--- src/rtl/u2rd_pkg.sv ---
// shared types, constants and the digit encoder for the radix digit converter
// no dependencies
`default_nettype none

package u2rd_pkg;

    // field widths
    localparam int VALUE_W = 64;
    localparam int RADIX_W = 6;
    localparam int CHAR_W  = 7;

    // default digit buffer depth
    localparam int MAX_DIGITS_DEF = 64;

    // valid radix range
    localparam logic [RADIX_W-1:0] RADIX_MIN = 6'd2;
    localparam logic [RADIX_W-1:0] RADIX_MAX = 6'd36;

    // divider: quotient bits resolved per cycle, divider steps per digit
    localparam int BITS_PER_STEP = 4;
    localparam int DIV_STEPS     = VALUE_W / BITS_PER_STEP;
    localparam int STEP_W        = $clog2(DIV_STEPS);

    // character constants
    localparam logic [CHAR_W-1:0] CHAR_ZERO = 7'h30;
    localparam logic [CHAR_W-1:0] CHAR_A    = 7'h41;
    localparam logic [RADIX_W-1:0] DEC_BASE = 6'd10;

    // controller to datapath commands
    typedef struct packed {
        logic load;       // take a new item with a good radix
        logic err_load;   // load the error result
        logic div_step;   // one divider step
        logic store;      // write the finished remainder as a digit
        logic rd_issue;   // read the next digit from the buffer
        logic out_load;   // move buffer read data into the output register
    } u2rd_cmd_t;

    // datapath to controller status
    typedef struct packed {
        logic radix_bad;  // incoming radix is out of range
        logic step_last;  // current divider step is the final one
        logic quot_zero;  // quotient after this digit is zero
        logic buf_full;   // the digit being stored fills the buffer
        logic out_last;   // the result held is the final one of the item
    } u2rd_sts_t;

    // remainder to ascii digit
    function automatic logic [CHAR_W-1:0] to_ascii(input logic [RADIX_W-1:0] rem);
        logic [CHAR_W-1:0] rem_ext;
        rem_ext = {1'b0, rem};
        if (rem < DEC_BASE)
            to_ascii = rem_ext + CHAR_ZERO;
        else
            to_ascii = rem_ext - {1'b0, DEC_BASE} + CHAR_A;
    endfunction

endpackage

`default_nettype wire

--- src/rtl/u2rd_ram.sv ---
// generic single write, single read ram with registered read data
// no dependencies
`default_nettype none

module u2rd_ram #(
    parameter int WIDTH = 8,
    parameter int DEPTH = 64
) (
    input  wire logic                     clk,
    input  wire logic                     wr_en,
    input  wire logic [$clog2(DEPTH)-1:0] wr_addr,
    input  wire logic [WIDTH-1:0]         wr_data,
    input  wire logic                     rd_en,
    input  wire logic [$clog2(DEPTH)-1:0] rd_addr,
    output logic      [WIDTH-1:0]         rd_data
);

    logic [WIDTH-1:0] mem_reg [DEPTH];

    // write port
    always_ff @(posedge clk)
    begin
        if (wr_en)
        begin
            mem_reg[wr_addr] <= wr_data;
        end
    end

    // registered read port
    always_ff @(posedge clk)
    begin
        if (rd_en)
        begin
            rd_data <= mem_reg[rd_addr];
        end
    end

endmodule

`default_nettype wire

--- src/rtl/u2rd_dpath.sv ---
// datapath: shared divider, digit buffer, emit counter and output register
// depends on u2rd_pkg and u2rd_ram
`default_nettype none

module u2rd_dpath
    import u2rd_pkg::*;
#(
    parameter int MAX_DIGITS = MAX_DIGITS_DEF
) (
    input  wire logic               clk,
    input  wire logic               rst_n,
    input  wire u2rd_cmd_t          cmd,
    output u2rd_sts_t               sts,
    input  wire logic [VALUE_W-1:0] value,
    input  wire logic [RADIX_W-1:0] radix,
    output logic      [CHAR_W-1:0]  digit_char,
    output logic                    last,
    output logic                    bad_radix
);

    localparam int AW = $clog2(MAX_DIGITS);
    localparam int CW = $clog2(MAX_DIGITS + 1);

    logic [VALUE_W-1:0] dividend_reg, dividend_next;
    logic [RADIX_W-1:0] radix_reg;
    logic [RADIX_W-1:0] rem_reg, rem_next;
    logic [STEP_W-1:0]  step_reg;
    logic [CW-1:0]      count_reg;
    logic [CW-1:0]      emit_reg;
    logic [CHAR_W-1:0]  char_reg;
    logic               last_reg;
    logic               bad_reg;
    logic [CHAR_W-1:0]  rd_data;
    logic [CW-1:0]      emit_dec;

    // restoring division, several quotient bits per cycle
    always_comb
    begin
        logic [RADIX_W-1:0] r;
        logic [VALUE_W-1:0] d;
        logic [RADIX_W:0]   t;
        r = rem_reg;
        d = dividend_reg;
        for (int i = 0; i < BITS_PER_STEP; i++)
        begin
            t = {r, d[VALUE_W-1]};
            d = {d[VALUE_W-2:0], 1'b0};
            if (t >= {1'b0, radix_reg})
            begin
                r    = RADIX_W'(t - {1'b0, radix_reg});
                d[0] = 1'b1;
            end
            else
            begin
                r = RADIX_W'(t);
            end
        end
        rem_next      = r;
        dividend_next = d;
    end

    assign emit_dec = emit_reg - CW'(1);

    // status to controller
    always_comb
    begin
        sts.radix_bad = (radix < RADIX_MIN) || (radix > RADIX_MAX);
        sts.step_last = (step_reg == STEP_W'(DIV_STEPS - 1));
        sts.quot_zero = (dividend_reg == '0);
        sts.buf_full  = (count_reg == CW'(MAX_DIGITS - 1));
        sts.out_last  = last_reg;
    end

    // division registers
    always_ff @(posedge clk)
    begin
        if (cmd.load)
        begin
            dividend_reg <= value;
            radix_reg    <= radix;
            rem_reg      <= '0;
        end
        else if (cmd.div_step)
        begin
            dividend_reg <= dividend_next;
            rem_reg      <= rem_next;
        end
        else if (cmd.store)
        begin
            rem_reg <= '0;
        end
    end

    // step and digit counters
    always_ff @(posedge clk or negedge rst_n)
    begin
        if (!rst_n)
        begin
            step_reg  <= '0;
            count_reg <= '0;
            emit_reg  <= '0;
        end
        else
        begin
            if (cmd.load)
            begin
                step_reg  <= '0;
                count_reg <= '0;
            end
            else if (cmd.div_step)
            begin
                step_reg <= step_reg + STEP_W'(1);
            end
            else if (cmd.store)
            begin
                count_reg <= count_reg + CW'(1);
                emit_reg  <= count_reg + CW'(1);
            end
            if (cmd.rd_issue)
            begin
                emit_reg <= emit_dec;
            end
        end
    end

    // digit buffer, read back most significant first
    u2rd_ram #(
        .WIDTH (CHAR_W),
        .DEPTH (MAX_DIGITS)
    ) u_buf (
        .clk     (clk),
        .wr_en   (cmd.store),
        .wr_addr (count_reg[AW-1:0]),
        .wr_data (to_ascii(rem_reg)),
        .rd_en   (cmd.rd_issue),
        .rd_addr (emit_dec[AW-1:0]),
        .rd_data (rd_data)
    );

    // output register
    always_ff @(posedge clk)
    begin
        if (cmd.err_load)
        begin
            char_reg <= '0;
            last_reg <= 1'b1;
            bad_reg  <= 1'b1;
        end
        else if (cmd.out_load)
        begin
            char_reg <= rd_data;
            last_reg <= (emit_reg == '0);
            bad_reg  <= 1'b0;
        end
    end

    assign digit_char = char_reg;
    assign last       = last_reg;
    assign bad_radix  = bad_reg;

endmodule

`default_nettype wire

--- src/rtl/u2rd_ctrl.sv ---
// controller state machine: sequences division, storing and emission of digits
// depends on u2rd_pkg
`default_nettype none

module u2rd_ctrl
    import u2rd_pkg::*;
(
    input  wire logic      clk,
    input  wire logic      rst_n,
    input  wire logic      in_valid,
    output logic           in_ready,
    output logic           out_valid,
    input  wire logic      out_ready,
    input  wire u2rd_sts_t sts,
    output u2rd_cmd_t      cmd
);

    localparam logic [2:0] ST_IDLE  = 3'd0;
    localparam logic [2:0] ST_DIV   = 3'd1;
    localparam logic [2:0] ST_STORE = 3'd2;
    localparam logic [2:0] ST_READ  = 3'd3;
    localparam logic [2:0] ST_LOAD  = 3'd4;
    localparam logic [2:0] ST_SEND  = 3'd5;

    logic [2:0] state_reg, state_next;

    assign in_ready  = (state_reg == ST_IDLE);
    assign out_valid = (state_reg == ST_SEND);

    // next state and commands
    always_comb
    begin
        state_next = state_reg;
        cmd        = '0;
        case (state_reg)
            ST_IDLE:
            begin
                if (in_valid)
                begin
                    if (sts.radix_bad)
                    begin
                        cmd.err_load = 1'b1;
                        state_next   = ST_SEND;
                    end
                    else
                    begin
                        cmd.load   = 1'b1;
                        state_next = ST_DIV;
                    end
                end
            end
            ST_DIV:
            begin
                cmd.div_step = 1'b1;
                if (sts.step_last)
                begin
                    state_next = ST_STORE;
                end
            end
            ST_STORE:
            begin
                cmd.store = 1'b1;
                if (sts.quot_zero || sts.buf_full)
                begin
                    state_next = ST_READ;
                end
                else
                begin
                    state_next = ST_DIV;
                end
            end
            ST_READ:
            begin
                cmd.rd_issue = 1'b1;
                state_next   = ST_LOAD;
            end
            ST_LOAD:
            begin
                cmd.out_load = 1'b1;
                state_next   = ST_SEND;
            end
            ST_SEND:
            begin
                if (out_ready)
                begin
                    state_next = sts.out_last ? ST_IDLE : ST_READ;
                end
            end
            default:
            begin
                state_next = ST_IDLE;
            end
        endcase
    end

    // state register
    always_ff @(posedge clk or negedge rst_n)
    begin
        if (!rst_n)
        begin
            state_reg <= ST_IDLE;
        end
        else
        begin
            state_reg <= state_next;
        end
    end

endmodule

`default_nettype wire

--- src/rtl/unsigned_to_radix_digits_top.sv ---
// Radix digit converter: one item at a time. Each digit takes 16 steps of four quotient bits
// each in the shared divider, plus a store into the digit buffer. The stored digits are then
// emitted, each through a buffer read, an output load and a hand-off that waits for out_ready.
// A bad radix gives its single result in the cycle after acceptance.
// Reset is asynchronous, active low, clears control state; the digit buffer needs no clearing.
`default_nettype none

module unsigned_to_radix_digits_top
    import u2rd_pkg::*;
#(
    parameter int MAX_DIGITS = MAX_DIGITS_DEF
) (
    input  wire logic               clk,
    input  wire logic               rst_n,
    input  wire logic               in_valid,
    output logic                    in_ready,
    input  wire logic [VALUE_W-1:0] value,
    input  wire logic [RADIX_W-1:0] radix,
    output logic                    out_valid,
    input  wire logic               out_ready,
    output logic      [CHAR_W-1:0]  digit_char,
    output logic                    last,
    output logic                    bad_radix
);

    u2rd_cmd_t cmd;
    u2rd_sts_t sts;

    // sequencer
    u2rd_ctrl u_ctrl (
        .clk       (clk),
        .rst_n     (rst_n),
        .in_valid  (in_valid),
        .in_ready  (in_ready),
        .out_valid (out_valid),
        .out_ready (out_ready),
        .sts       (sts),
        .cmd       (cmd)
    );

    // divider, digit buffer and output register
    u2rd_dpath #(
        .MAX_DIGITS (MAX_DIGITS)
    ) u_dpath (
        .clk        (clk),
        .rst_n      (rst_n),
        .cmd        (cmd),
        .sts        (sts),
        .value      (value),
        .radix      (radix),
        .digit_char (digit_char),
        .last       (last),
        .bad_radix  (bad_radix)
    );

endmodule

`default_nettype wire

--- config.mk ---
export PLATFORM = sky130hd
export DESIGN_NAME = unsigned_to_radix_digits_top
export DESIGN_NICKNAME = d
export VERILOG_FILES = /design/src/rtl/u2rd_pkg.sv /design/src/rtl/u2rd_ram.sv /design/src/rtl/u2rd_dpath.sv /design/src/rtl/u2rd_ctrl.sv /design/src/rtl/unsigned_to_radix_digits_top.sv
export SDC_FILE = /design/constraint.sdc
export NUM_CORES = 1
export LEC_CHECK = 0
export BUFFER_PORTS_ARGS = -buffer_cell sky130_fd_sc_hd__buf_2
export CORE_ASPECT_RATIO = 1.1
export CORE_MARGIN = 2
export CORE_UTILIZATION = 50
export CTS_CLUSTER_SIZE = 16
export DETAILED_ROUTE_END_ITERATION = 10
export PLACE_DENSITY = 0.67
export SLEW_MARGIN = 40
export SYNTH_ARGS = -nofsm -noshare
export SYNTH_HDL_FRONTEND = slang
export SYNTH_HIERARCHICAL = 1
export SYNTH_SLANG_ARGS = --single-unit
--- constraint.sdc ---
create_clock -name clk -period 15.7 [get_ports clk]
set_input_delay 0.785 -clock clk [delete_from_list [all_inputs] [get_ports clk]]
set_output_delay 0.785 -clock clk [all_outputs]
set_load 0.005 [all_outputs]
==> reports/qor.yml, run 1 <==
cells_and_area:
  drive_gt1_share_pct: 25.4
  largest_reg_flops: 448
  area_growth_pct: 12.0
  mostFrequentLayoutCell: "edfxtp_1"
  design_area_um2: 27000
  most-common-layout-cells: "edfxtp_1 (525), nor2_1 (120), mux4_2 (112), buf_2 (84), mux2_2 (72)"
  final_core_util_pct: 56.5
  num-nets-final: 1598
  n_antenna_cell: 0
sta:
  min_period_ns: 7.86
  drv_slew: 0
  hold_violations: 0
  fin_skew_ns: 0.0189
  timing.setup.tns_ns: 0
  setup_viol: 0
  rsz0062_at_grt: "no"
  relSlewSlack_pct: 45.3
  fin_crit_sh_pct: 50.1
  fmax_mhz: 127
  tightest_slew_ns: 0.817
floorplan:
  coreArea_um2: 47700
  die_w_um: 213
  die_h_um: 234
  io_pins: 85
  dieArea_um2: 49900
  initial_core_util_pct: 50.4
  placementRows: 84
route:
  viasPerCell: 5.96
  drt_wl_total_mm: 52.9
  num_vias: 12972
  wl_per_cell_um: 24.3
  routed.top_layer: "met4"
  drc: 0
  dr.pass1.iters: 5
  first_iter_violations: 1213
  m1WireLength_mm: 21.9
  dr_wl_met3_mm: 3.69
  wl_met2_mm: 25.7
  detail-route-antenna-nets: 0
clock_tree:
  post_cts_resized: 0
  cts_buffers: 54
  cts_root_buffer: "clkbuf_16"
  cts_tree: "done"
  hold_buffers: 0
  clk_pin_slew_worst_paths_ns: 0.06
  post-cts-setup-buffer-count: 0
  cts_sinks: 561
  htreeDepth: 2
  clockBufferDepth: 3
  clk-insertion-delay-late_ns: 0.61
placed_design:
  place_congestion: 0.847
  place_hpwl_mm: 32.6
  place_area_um2: 25200
  port_buffers: 84
synth:
  synth_top_area_share_pct: 65.5
  yosys_warnings: 6
  syn_inst: 1402
  seq_area_frac_synth_pct: 68.9
  yosys-top-cells-area: "edfxtp_1 (65%), mux4_2 (10%), mux2_2 (3.4%)"
  synth_edf_count: 525
  synth_area_um2: 24100
  ys_types: 72
  syn_nets: 1511
  synth_area_per_cell_um2: 17.2
  synth_area_leader_cell: "edfxtp_1"
  synth-main-ff-cell: "edfxtp_1"
  synth_seq_cells: 561
  async_reset_ff_share_pct: 3.74
global_routing:
  grt_max_degree: 84
  grt-ovfl-total: 0
  grt.total_usage_pct: 21.7
  grt_pass1_wl_mm: 80.2
  grt_pass1_vias: 12955
  antenna_found_initial: 0
worst_setup_path:
  r2r_start: "u_dpath/radix_reg[1]"
  endpoint_kind: "flip-flop"
  worstPathMaxFanout: 14
  cp-start-kind: "flip-flop"
  crit_top_cell: "ha_1"
  startpoint: "u_dpath/radix_reg[1]"
  crit_type: "flip-flop to flip-flop"
  reg2reg_depth: 31
  cpMaxStageDelayCell: "o211ai_1"
  critical-path-max-stage-delay_ns: 0.61
  crit_arrival_ns: 8.35
  cp_data_required_time_ns: 16.19
hold_path:
  hold_path_class: "input pin to asynchronous set/reset pin"
run:
  max_cap_viol_count: 0
outcome:
  status: "completed"
synth_stat cells (8+ instances only):
library cell,count
a21oi_1,33
a22oi_1,8
buf_2,16
buf_6,9
clkbuf_1,29
dfrtp_1,21
dfxtp_1,15
edfxtp_1,525
ha_1,31
inv_1,33
mux2_2,72
mux2i_1,33
mux4_2,112
nand2_1,41
nand2b_1,13
nand3_1,19
nand4_1,8
nor2_1,122
nor2b_1,12
nor3_1,20
nor4_1,19
o21ai_0,24
o21ai_1,12
o221ai_1,9
o22ai_1,13
o31ai_1,8
xnor2_1,19
xor2_1,13
worst max-delay path: cells and delay by family, from the launching register on:
family	cells	cell delay, ns
AO/OA/AOI/OAI	15	3.95
AND/OR/NAND/NOR	6	0.69
flip-flops	1	0.48
buffers and inverters	3	0.40
multiplexers	3	0.96
adder cells (fa/ha/maj)	4	1.27
metal layers:
layer	vias up	GRT usage [%]
li1	5772	-
met1	6620	29.7
met2	483	35.9
met3	97	3.23
met4	0	7.55
met5	-	0
path summary, 6_finish.rpt:
| kind | endpoint | slack [ns] |
|---|---|---|
| min in group clk | u_dpath/radix_reg[3] | 0.38 |
| setup reg to reg | u_dpath/rem_reg[1] | 7.84 |
| max in group asynchronous | u_ctrl/state_reg[1] | 15.18 |
| setup / recovery | u_dpath/rem_reg[1] | 7.84 |
| hold reg to reg | u_dpath/bad_radix | 0.46 |
| hold / removal | u_dpath/emit_reg[2] | 0.16 |
kinds of logic (layout without fill, tap and decap cells):
| logic type | count (synthesis) | after routing | synth area share [%] |
|---|---|---|---|
| flops | 561 | 561 | 68.9 |
| mux | 217 | 217 | 15.2 |
| xor+xnor | 32 | 32 | 1.16 |
| compound gates | 164 | 164 | 4.72 |
| simple gates | 292 | 292 | 5.93 |
| fa+ha+maj | 35 | 35 | 1.94 |
| buf+inv | 101 | 232 | 2.09 |
through the flow:
stage	hold WS (ns)	std cells	worst slack, ns
3_5_place_dp	0.449	2078	7.91
3_3_place_gp	0.448	2078	8.18
2_1_floorplan	0.455	1402	9.10
6_report	0.161	2178	7.84
5_1_grt	0.185	2178	7.11
4_1_cts	0.142	2178	7.86
final cells by class:
class                      count  area [um2]
timing repair buffer          99         544
tap                          645         807
clock inverter                30         320
clock buffer                  70        1440
inverter                      33         134
multi-input combinational    740        7120
fill                        3670       20800
sequential                   561       16600
Power of run 1 is left out: the tool's default activity adds up to more than one toggle a clock period on the data nets, which glitch-free logic cannot reach.
==> run 2, diff against run 1 <==
--- a/config.mk
+++ b/config.mk
@@ -11,7 +11,7 @@
 export CORE_UTILIZATION = 50
 export CTS_CLUSTER_SIZE = 16
 export DETAILED_ROUTE_END_ITERATION = 10
-export PLACE_DENSITY = 0.67
+export PLACE_DENSITY = 0.69
 export SLEW_MARGIN = 40
 export SYNTH_ARGS = -nofsm -noshare
 export SYNTH_HDL_FRONTEND = slang
==> constraint.sdc (replaced) <==
create_clock -name clk -period 7.19 [get_ports clk]
set_input_delay 0.3595 -clock clk [delete_from_list [all_inputs] [get_ports clk]]
set_output_delay 0.3595 -clock clk [all_outputs]
set_load 0.005 [all_outputs]
==> reports/qor.yml, run 2 (same netlist as run 1, synthesis figures left out) <==
floorplan:
  dieArea_um2: 49900  # unchanged
  placementRows: 84  # unchanged
  initial_core_util_pct: 50.4  # unchanged
  io_pins: 85  # unchanged
  die_h_um: 234  # unchanged
  die_w_um: 213  # unchanged
  coreArea_um2: 47700  # unchanged
sta:
  hold_violations: 0  # unchanged
  fin_crit_sh_pct: 95.2  # +45 points
  whs_ns: 0.0615  # -0.0993 ns
  setup_viol: 0  # unchanged
  fmax_mhz: 146  # +15%
  timing.setup.tns_ns: 0  # unchanged
  min_period_ns: 6.84  # -1.02 ns
  tightest_slew_ns: 0.788  # -0.0293 ns
  drv_slew: 0  # unchanged
  finalWorstSetupSlack_ns: 0.346  # -7.49 ns
  fin_skew_ns: 0.0182  # -0.000698 ns
  relSlewSlack_pct: 47.3  # +1.9 points
global_routing:
  grt.total_usage_pct: 21.6  # -0.11 points
  grt_pass1_vias: 13101  # +1.1%
  grt-ovfl-total: 0  # unchanged
  grt_max_degree: 73  # -13%
  grt_pass1_wl_mm: 80.0  # -0.28%
  antenna_found_initial: 1  # +1
route:
  drt_wl_total_mm: 53.4  # +1.0%
  drc: 0  # unchanged
  dr.pass1.iters: 6  # +1
  wl_per_cell_um: 24.2  # -0.26%
  viasPerCell: 5.97  # +0.30%
  detail-route-antenna-nets: 0  # unchanged
  first_iter_violations: 1358  # +12%
  num_vias: 13178  # +1.6%
cells_and_area:
  fillers: 3677  # +0.19%
  drive_gt1_share_pct: 26.9  # +1.4 points
  num-nets-final: 1625  # +1.7%
  multiInputGateArea_um2: 7140  # +0.33%
  area_growth_pct: 13.4
  most-common-layout-cells: "edfxtp_1 (525), nor2_1 (120), mux4_2 (112), buf_2 (84), mux2_2 (72)"
  regArea_um2: 16600  # unchanged
  mostFrequentLayoutCell: "edfxtp_1"
  largest_reg_flops: 448  # unchanged
clock_tree:
  cts_root_buffer: "clkbuf_16"
  clockBufferDepth: 3  # unchanged
  clk_pin_slew_worst_paths_ns: 0.07  # about the same
  clk-insertion-delay-late_ns: 0.61  # about the same
  cts_tree: "done"
  cts_buffers: 54  # unchanged
  htreeDepth: 2  # unchanged
  cts_sinks: 561  # unchanged
placed_design:
  place_ws_ns: 0.118  # -7.79 ns
  place_hpwl_mm: 33.3  # +2.0%
  port_buffers: 84  # unchanged
  place_congestion: 0.879  # +3.7%
run:
  max_cap_viol_count: 0  # unchanged
worst_setup_path:
  critical-path-max-stage-delay_ns: 0.38  # -0.23 ns
  crit_arrival_ns: 7.32  # -1.03 ns
  cpMaxStageDelayCell: "edfxtp_1"
  cp-start-kind: "flip-flop"
  worstPathMaxFanout: 11  # -3
  cp_data_required_time_ns: 7.67  # -8.52 ns
  crit_type: "flip-flop to flip-flop"
  endpoint_kind: "flip-flop"
outcome:
  status: "completed"
hold_path:
  hold_path_class: "input pin to flip-flop"
[run 2: changes by cell type in the layout (fill, tap and decap cells not counted), moves of 3 or more]
cell / change
dlygate4sd3_1: +7
bufinv_16: +4
o21ai_0: -3
clkbuf_1: -4
o21ai_1: +3
buf_4: +20
[run 2: final timing paths]
path	from	to	cells past startpoint	slack [ns]
setup / recovery	u_dpath/radix_reg[3]	u_dpath/rem_reg[5]	35	0.35
hold / removal	value[11]	u_dpath/dividend_reg[11]	2	0.06
setup reg to reg	u_dpath/radix_reg[3]	u_dpath/rem_reg[5]	35	0.35
hold reg to reg	u_dpath/bad_radix	u_dpath/bad_radix	1	0.45
max in group asynchronous	rst_n	u_ctrl/state_reg[2]	2	6.55
min in group asynchronous	rst_n	u_dpath/emit_reg[2]	2	0.28
[run 2: worst max-delay path, delay by kind of cell, from the launching register on]
family,cells,cell delay [ns]
DFF,1,0.38
and+or+nand+nor,3,0.37
muxes,3,0.75
adders and majority gates,4,1.13
buffers and inverters,7,1.01
AOI/OAI and AO/OA,18,3.07
[run 2: final cells by class]
type	count	area share, %
repair buffers	125	2.76
well taps	645	2.96
inverters	33	0.500
flip-flops and latches	561	60.8
clock inverters	34	1.60
multi-input cells	741	26.2
clock buffers	66	5.23
diodes	1	0.00917
[run 2: metal layers]
layer	global-route usage, %	part of all wire, %	vias up
li1	-	-	5833
met1	28.5	40	6728
met2	36.1	49	520
met3	3.96	7.3	97
met4	8.16	3.2	0
met5	0	0	-
[run 2: repair_timing]
action | 4_1_cts | 5_1_grt
hold endpoints to repair | 27 | 0
hold buffers | 7 | 0
setup buffers | 0 | 6
endpoints found under the setup margin | 0 | 7
gates resized for setup | 0 | 10
[run 2: per-stage QoR]
stage                     utilization (%)  std cells  instance area (um2)
after CTS                            57.0       2198                27200
after detailed placement             52.9       2091                25300
after floorplan                         -       1402                24100
after global routing                 57.2       2205                27300
after global placement               52.9       2091                25300
final                                57.2       2206                27300
Power of run 2 is left out for the same reason.
==> run 3, diff against run 2 <==
==> constraint.sdc (replaced) <==
create_clock -name clk -period 7.19 [get_ports clk]
set_input_delay 0.719 -clock clk [delete_from_list [all_inputs] [get_ports clk]]
set_output_delay 0.719 -clock clk [all_outputs]
set_load 0.005 [all_outputs]
==> reports/qor.yml, run 3 (same netlist as run 1, synthesis figures left out) <==
placed_design:
  place_ws_ns: 0.118  # unchanged
  placedCellCount: 2091  # unchanged
  place_hpwl_mm: 33.3  # unchanged
  place_congestion: 0.879  # unchanged
  port_buffers: 84  # unchanged
worst_setup_path:
  worstPathMaxFanout: 11  # unchanged
  cp-start-kind: "flip-flop"
  r2r-end: "u_dpath/rem_reg[5]"
  critical-path-max-stage-delay_ns: 0.39  # about the same
  cp_data_required_time_ns: 7.67  # about the same
  startpoint: "u_dpath/radix_reg[3]"
  crit_type: "flip-flop to flip-flop"
  endpoint: "u_dpath/rem_reg[5]"
  r2r_start: "u_dpath/radix_reg[3]"
  cpMaxStageDelayCell: "edfxtp_1"
  reg2reg_slack_ns: 0.33  # about the same
  endpoint_kind: "flip-flop"
  crit_arrival_ns: 7.34  # +0.02 ns
  reg2reg_depth: 35  # unchanged
sta:
  finalWorstSetupSlack_ns: 0.334  # -0.0125 ns
  whs_ns: 0.0848  # +0.0233 ns
  hold_violations: 0  # unchanged
  min_period_ns: 6.86  # +0.0125 ns
  drv_slew: 0  # unchanged
  tightest_slew_ns: 0.789  # +0.000348 ns
  relSlewSlack_pct: 47.2  # about the same
  fin_skew_ns: 0.0171  # -0.00115 ns
  setup_viol: 0  # unchanged
  fmax_mhz: 146  # -0.18%
  fin_crit_sh_pct: 95.4  # +0.17 points
  timing.setup.tns_ns: 0  # unchanged
floorplan:
  dieArea_um2: 49900  # unchanged
  die_w_um: 213  # unchanged
  die_h_um: 234  # unchanged
  initial_core_util_pct: 50.4  # unchanged
  coreArea_um2: 47700  # unchanged
  io_pins: 85  # unchanged
  placementRows: 84  # unchanged
route:
  detail-route-antenna-nets: 0  # unchanged
  drt_wl_total_mm: 53.1  # -0.56%
  first_iter_violations: 1235  # -9.1%
  viasPerCell: 5.96  # -0.17%
  wl_per_cell_um: 24.1  # -0.25%
  num_vias: 13114  # -0.49%
  dr.pass1.iters: 5  # -1
  drc: 0  # unchanged
cells_and_area:
  fillers: 3683  # +0.16%
  multiInputGateArea_um2: 7140  # unchanged
  most-common-layout-cells: "edfxtp_1 (525), nor2_1 (120), mux4_2 (112), buf_2 (84), mux2_2 (72)"
  area_growth_pct: 13.1
  num-nets-final: 1618  # -0.43%
  drive_gt1_share_pct: 27.0  # +0.12 points
  mostFrequentLayoutCell: "edfxtp_1"
  largest_reg_flops: 448  # unchanged
  regArea_um2: 16600  # unchanged
  fin_cells: 2199  # -0.32%
global_routing:
  grt_max_degree: 73  # unchanged
  grt_pass1_vias: 13068  # -0.25%
  grt_pass1_wl_mm: 79.8  # -0.19%
  antenna_found_initial: 1  # unchanged
  grt-ovfl-total: 0  # unchanged
  grt.total_usage_pct: 21.6  # -0.030 points
clock_tree:
  cts_root_buffer: "clkbuf_16"
  htreeDepth: 2  # unchanged
  cts_sinks: 561  # unchanged
  cts_buffers: 54  # unchanged
  clk-insertion-delay-late_ns: 0.61  # about the same
  clockBufferDepth: 3  # unchanged
  cts_tree: "done"
  clk_pin_slew_worst_paths_ns: 0.06  # about the same
outcome:
  status: "completed"
hold_path:
  hold_path_class: "input pin to asynchronous set/reset pin"
run:
  max_cap_viol_count: 0  # unchanged
## run 3: what timing repair did
item | in CTS | in global routing
hold endpoints to repair | 0 | 0
endpoints found under the setup margin | 0 | 7
hold buffers | 0 | 0
resized for setup | 0 | 10
setup buffers | 0 | 6
## run 3: final cells by class
cell class,count,area share (%)
sequential,561,60.9
multi-input combinational,741,26.2
clock buffer,66,5.24
tap,645,2.96
timing repair buffer,118,2.51
clock inverter,34,1.60
inverter,33,0.501
antenna,1,0.00919
## run 3: layer usage
layer | GRT usage [%] | up-vias | routed length, um | part of all wire (%)
met3 | 3.94 | 96 | 3880 | 7.3
met4 | 8.31 | 0 | 1740 | 3.3
met2 | 35.9 | 514 | 26200 | 49
met1 | 28.5 | 6687 | 21200 | 40
li1 | - | 5817 | - | -
met5 | 0 | - | 0 | 0
## run 3: critical path: cells and delay by family (launching register included)
family                   cells  cell delay (ns)
multiplexers                 3             0.75
adder cells (fa/ha/maj)      4             1.14
AO/OA/AOI/OAI               18             3.05
AND/OR/NAND/NOR              3             0.39
flip-flops                   1             0.39
buffers and inverters        7             1.02
## run 3: worst min-delay path by stage
stage / endpoint / slack (ns) / cells past startpoint
6_report: u_dpath/emit_reg[2] / 0.08 / 1
5_1_grt: u_dpath/count_reg[6] / 0.11 / 1
4_1_cts: u_dpath/emit_reg[1] / 0.09 / 1
3_5_place_dp: u_dpath/bad_radix / 0.44 / 1
3_3_place_gp: u_dpath/bad_radix / 0.44 / 1
2_1_floorplan: u_ctrl/state_reg[0] / 0.42 / 0
## run 3: stage by stage
stage | cell area, um2 | utilization [%]
floorplan | 24100 | -
global placement | 25300 | 52.9
detailed placement | 25300 | 52.9
CTS | 27100 | 56.8
global route | 27200 | 57.1
finish | 27200 | 57.1
Power of run 3 is left out for the same reason.
